`config.mk`:
```
export PLATFORM = sky130hd
export DESIGN_NAME = rrb_slot_store
export DESIGN_NICKNAME = d
export VERILOG_FILES = /design/src/rtl/core/assert_macros.svh /design/src/rtl/core/rrb_slot_store.sv
export SDC_FILE = /design/constraint.sdc
export NUM_CORES = 1
export LEC_CHECK = 0
export BUFFER_PORTS_ARGS = -buffer_cell sky130_fd_sc_hd__buf_2
export CAP_MARGIN = 20
export CORE_ASPECT_RATIO = 0.75
export CORE_MARGIN = 5
export CORE_UTILIZATION = 40
export CTS_BUF_LIST = sky130_fd_sc_hd__clkbuf_8
export DETAILED_ROUTE_END_ITERATION = 10
export PLACE_DENSITY_LB_ADDON = 0.15
export SYNTH_ARGS = -nofsm -noshare
export SYNTH_HDL_FRONTEND = slang
export SYNTH_SLANG_ARGS = --single-unit
```
`constraint.sdc`:
```
create_clock -name clk -period 3.45 [get_ports clk]
set_input_delay 0.69 -clock clk [delete_from_list [all_inputs] [get_ports clk]]
set_output_delay 0.69 -clock clk [all_outputs]
set_load 0.01 [all_outputs]
```
`src/rtl/core/assert_macros.svh`:
```
// ----------------------------------------------------------------------------
// Assertion macros
// Concurrent assertion wrappers shared by the RTL; they compile to nothing
// when SYNTH is defined.
// ----------------------------------------------------------------------------
`ifndef ASSERT_MACROS_SVH
`define ASSERT_MACROS_SVH

`ifndef SYNTH

// The property must hold at every clock edge outside reset.
`define RRB_ASSERT(name, clk, rst_n, prop, msg) \
	name: assert property (@(posedge clk) disable iff (!rst_n) prop) else $error(msg);

// The condition must never be true at a clock edge outside reset.
`define RRB_ASSERT_NEVER(name, clk, rst_n, cond, msg) \
	name: assert property (@(posedge clk) disable iff (!rst_n) !(cond)) else $error(msg);

`else

`define RRB_ASSERT(name, clk, rst_n, prop, msg)
`define RRB_ASSERT_NEVER(name, clk, rst_n, cond, msg)

`endif

`endif

```
`src/rtl/core/rrb_slot_store.sv`:
```
// ----------------------------------------------------------------------------
// Reorder buffer slot store
// Synchronous slot memory with one write port and two registered read
// ports. Each entry holds a filled flag above the payload handle; the second
// port returns only the filled flag.
// ----------------------------------------------------------------------------
module rrb_slot_store #(
	parameter int unsigned DEPTH = 64,
	parameter int unsigned AW    = 6,
	parameter int unsigned DW    = 17
) (
	input  logic          clk,
	input  logic          rd_en,
	input  logic [AW-1:0] rd_addr_a,
	input  logic [AW-1:0] rd_addr_b,
	input  logic          wr_en,
	input  logic [AW-1:0] wr_addr,
	input  logic [DW-1:0] wr_data,
	output logic [DW-1:0] rd_data_a,
	output logic          rd_filled_b
);

	logic [DW-1:0] mem_q [DEPTH];
	logic [DW-1:0] rd_data_a_q;
	logic          rd_filled_b_q;

	// Write port.
	always_ff @(posedge clk) begin
		if (wr_en) begin
			mem_q[wr_addr] <= wr_data;
		end
	end

	// Read ports, registered.
	always_ff @(posedge clk) begin
		if (rd_en) begin
			rd_data_a_q   <= mem_q[rd_addr_a];
			rd_filled_b_q <= mem_q[rd_addr_b][DW-1];
		end
	end

	assign rd_data_a   = rd_data_a_q;
	assign rd_filled_b = rd_filled_b_q;

endmodule

```
==> impl_metrics.csv <==
group,metric,value,unit
die,die_area,0.113,mm²
finish,area_growth_syn_to_layout,15.0,%
setup_path,max_stage_delay,0.53,ns
sta,setup-tns-final,0,ns
global_route,grt.total_usage,20.9,%
setup_path,start_kind,"flip-flop",
clock_network,post_cts_buffers,0,
drt,vias,21200,
setup_path,path_buf_inv,1,
setup_path,crit_chain,"buf_2",
synthesis,synthesis.nets,1899,
sta,min_period_over_period,66.9,%
global_route,gr-total-overflow,0,
power_and_ir_drop,irDropWorstVdd,0.302,mV
global_route,grt_max_degree,65,
synthesis,syn-mean-instance-area,22.9,µm²
sta,hold_viol,0,
clock_network,clkSlewWorstSetupHoldPaths,0.06,ns
synthesis,postSynthCellCount,1861,
sta,finalSetupViolCount,0,
clock_network,cts_resized,0,
clock_network,hold_buffers,0,
placement,placed_cells,3401,
run_status,run_status,"finished clean",
sta,whs,0.226,ns
power_and_ir_drop,total_power,0.0265,W
drt,dr.first_iter.drc_count,2089,
global_route,grt_pass1_vias,21600,
synthesis,synth_area,0.0426,mm²
clock_network,numCtsBuffers,173,
sta,fin_crit,2.31,ns
synthesis,synth.yosys.warnings,0,
die,initial_core_util,40.4,%
power_and_ir_drop,power.density,541,mW/mm²
finish,layout-drive-gt1-share,33.7,%
setup_path,critical_path_class,"reg -> out",
sta,slew_headroom,26.3,%
clock_network,cts_tree,"done",
finish,layoutNonFillerInstCount,3718,
die,core_area,0.106,mm²
finish,fin_nets,2201,
clock_network,insertion_delay,0.86,ns
setup_path,crit_arrival,1.62,ns
min_path,hp-class,"in -> reg",
sta,timing.fmax,0.433,GHz
drt,wl_per_cell,31.9,µm
run,cap_violations,0,
drt,vias_per_cell,5.71,
clock_network,root_buffer,"clkbuf_8",
setup_path,critical_path.top_delay_family,"flip-flops",
placement,port_buffers,55,
sta,final.setup.worst_slack,1.14,ns
drt,detail-route-antenna-nets,0,
die,rows,103,
die,io_pins,56,
sta,drv_slew,0,
placement,gp_congestion,0.843,
sta,rsz0062_at_grt,"false",
drt,drt-total-wl,118,mm
setup_path,cp_data_required_time,2.76,ns
drt,drc,0,
sta,fin_skew,0.0426,ns
clock_network,htree_levels,4,
setup_path,crit_path_top_delay_cell,"edfxtp_1",
drt,first_pass_iters,7,
synthesis,ys_seq_area_share,77.9,%
global_route,grt_pass1_wl,167,mm
die,die_w,387,µm
setup_path,critPathMaxFanout,1,
placement,dp_hpwl,74.7,mm
synthesis,ys_ff_latch,1106,
setup_path,cp-end-kind,"primary output",
clock_network,cts_buffer_depth,3,
synthesis,synth_cell_type_count,35,
global_route,antenna_found_initial,11,
placement,dpl_worst_slack,0.259,ns
sta,worst_pin_slew,1.10,ns
clock_network,cts.sinks,1106,
power_and_ir_drop,p_leak,15.7,nW
die,die_y,293,µm
-- where the power goes --
| part | total [W] | internal [W] | switching (W) | leakage [nW] |
|---|---|---|---|---|
| Clock | 0.00997 | 0.00489 | 0.00508 | 1.75 |
| Combinational | 0.00157 | 0.000589 | 0.000985 | 3.94 |
| Sequential | 0.0150 | 0.0149 | 0.0000600 | 9.96 |
| Total | 0.0265 | 0.0204 | 0.00613 | 15.7 |
-- routing by layer --
| metal | part of all wire [%] | global-route usage (%) | up-vias |
|---|---|---|---|
| met4 | 2.0 | 5.74 | 4 |
| met3 | 7.9 | 5.09 | 144 |
| met2 | 45 | 30.9 | 787 |
| met5 | 0.014 | 0 | - |
| li1 | - | - | 8650 |
| met1 | 45 | 31.4 | 11600 |
-- area by class of cell --
class / count / area [µm²]
Antenna cell: 10 / 25.0
Clock buffer: 176 / 2420
Clock inverter: 127 / 619
Fill cell: 8729 / 56500
Multi-Input combinational cell: 647 / 9020
Sequential cell: 1106 / 33200
Tap cell: 1417 / 1770
Timing Repair Buffer: 235 / 1950
-- synth_stat cells --
master / n / area share, %
a22oi_1: 47 / 0.83
and3_1: 1 / 0.015
and2_1: 2 / 0.029
or2_2: 1 / 0.015
o311a_1: 1 / 0.023
o311ai_0: 1 / 0.021
a22o_1: 10 / 0.21
nand2b_1: 4 / 0.059
mux4_2: 288 / 15
and3b_1: 2 / 0.041
o221ai_1: 20 / 0.41
a211oi_1: 11 / 0.19
or3_1: 2 / 0.029
and4_1: 6 / 0.12
nand2_1: 13 / 0.11
buf_1: 8 / 0.070
nor2_1: 69 / 0.61
buf_6: 1 / 0.026
nand3b_1: 3 / 0.053
nor3_1: 6 / 0.070
nor2b_1: 10 / 0.15
buf_4: 5 / 0.088
or3b_2: 3 / 0.062
o21ai_0: 12 / 0.14
nor3b_1: 1 / 0.018
a21oi_1: 12 / 0.14
clkbuf_1: 54 / 0.48
o22ai_1: 23 / 0.34
nand3_1: 21 / 0.25
edfxtp_1: 1106 / 78
nand4b_1: 1 / 0.021
a31oi_1: 2 / 0.029
mux2i_1: 72 / 1.7
nand4_1: 3 / 0.044
buf_2: 40 / 0.47
-- stage by stage --
stage               util, %  cell area (µm²)
global placement       43.5            45900
floorplan                 -            42600
global route           46.4            49000
detailed placement     43.5            45900
CTS                    46.3            48900
finish                 46.4            49000
-- flip-flops by register name, indices dropped and copies added (netlist names) --
register / count
mem_q: 1088
rd_data_a: 17
rd_filled_b: 1
-- cells in the final DEF (no fill, tap or decap), types with 6 or more instances in the layout --
cell | Yosys | routed
nor2b_1 | 10 | 10
o22ai_1 | 23 | 23
a22oi_1 | 47 | 47
nor2_2 | 0 | 37
a22o_1 | 10 | 10
diode_2 | 0 | 10
nor2_1 | 69 | 32
mux4_2 | 288 | 288
buf_4 | 5 | 157
inv_1 | 0 | 53
clkinv_2 | 0 | 16
mux2i_1 | 72 | 72
a211oi_1 | 11 | 11
nand3_1 | 21 | 21
edfxtp_1 | 1106 | 1106
o21ai_0 | 12 | 12
o221ai_1 | 20 | 20
clkinv_1 | 0 | 45
nand2_1 | 13 | 13
buf_12 | 0 | 24
and4_1 | 6 | 6
a21oi_1 | 12 | 12
buf_2 | 40 | 52
clkbuf_8 | 0 | 176
-- cell families (layout without fill, tap and decap cells) --
family	count (synthesis)	after routing	share of synthesized area, %
AOI/OAI and AO/OA	139	139	2.33
buffers and inverters	108	538	1.13
DFF	1106	1106	77.9
muxes	360	360	16.9
other	0	10	0
and+or+nand+nor	148	148	1.69
-- worst paths after layout --
kind / startpoint / endpoint / slack, ns / cells past startpoint
setup / recovery: rd_data_a[3] / rd_data_a[3] / 1.14 / 1
hold / removal: rd_addr_b[5] / rd_filled_b / 0.23 / 3
setup reg to reg: mem_q[26][0] / rd_data_a[0] / 1.18 / 4
hold reg to reg: mem_q[41][4] / rd_data_a[4] / 1.01 / 4
Power figures use the tool's default switching activity.
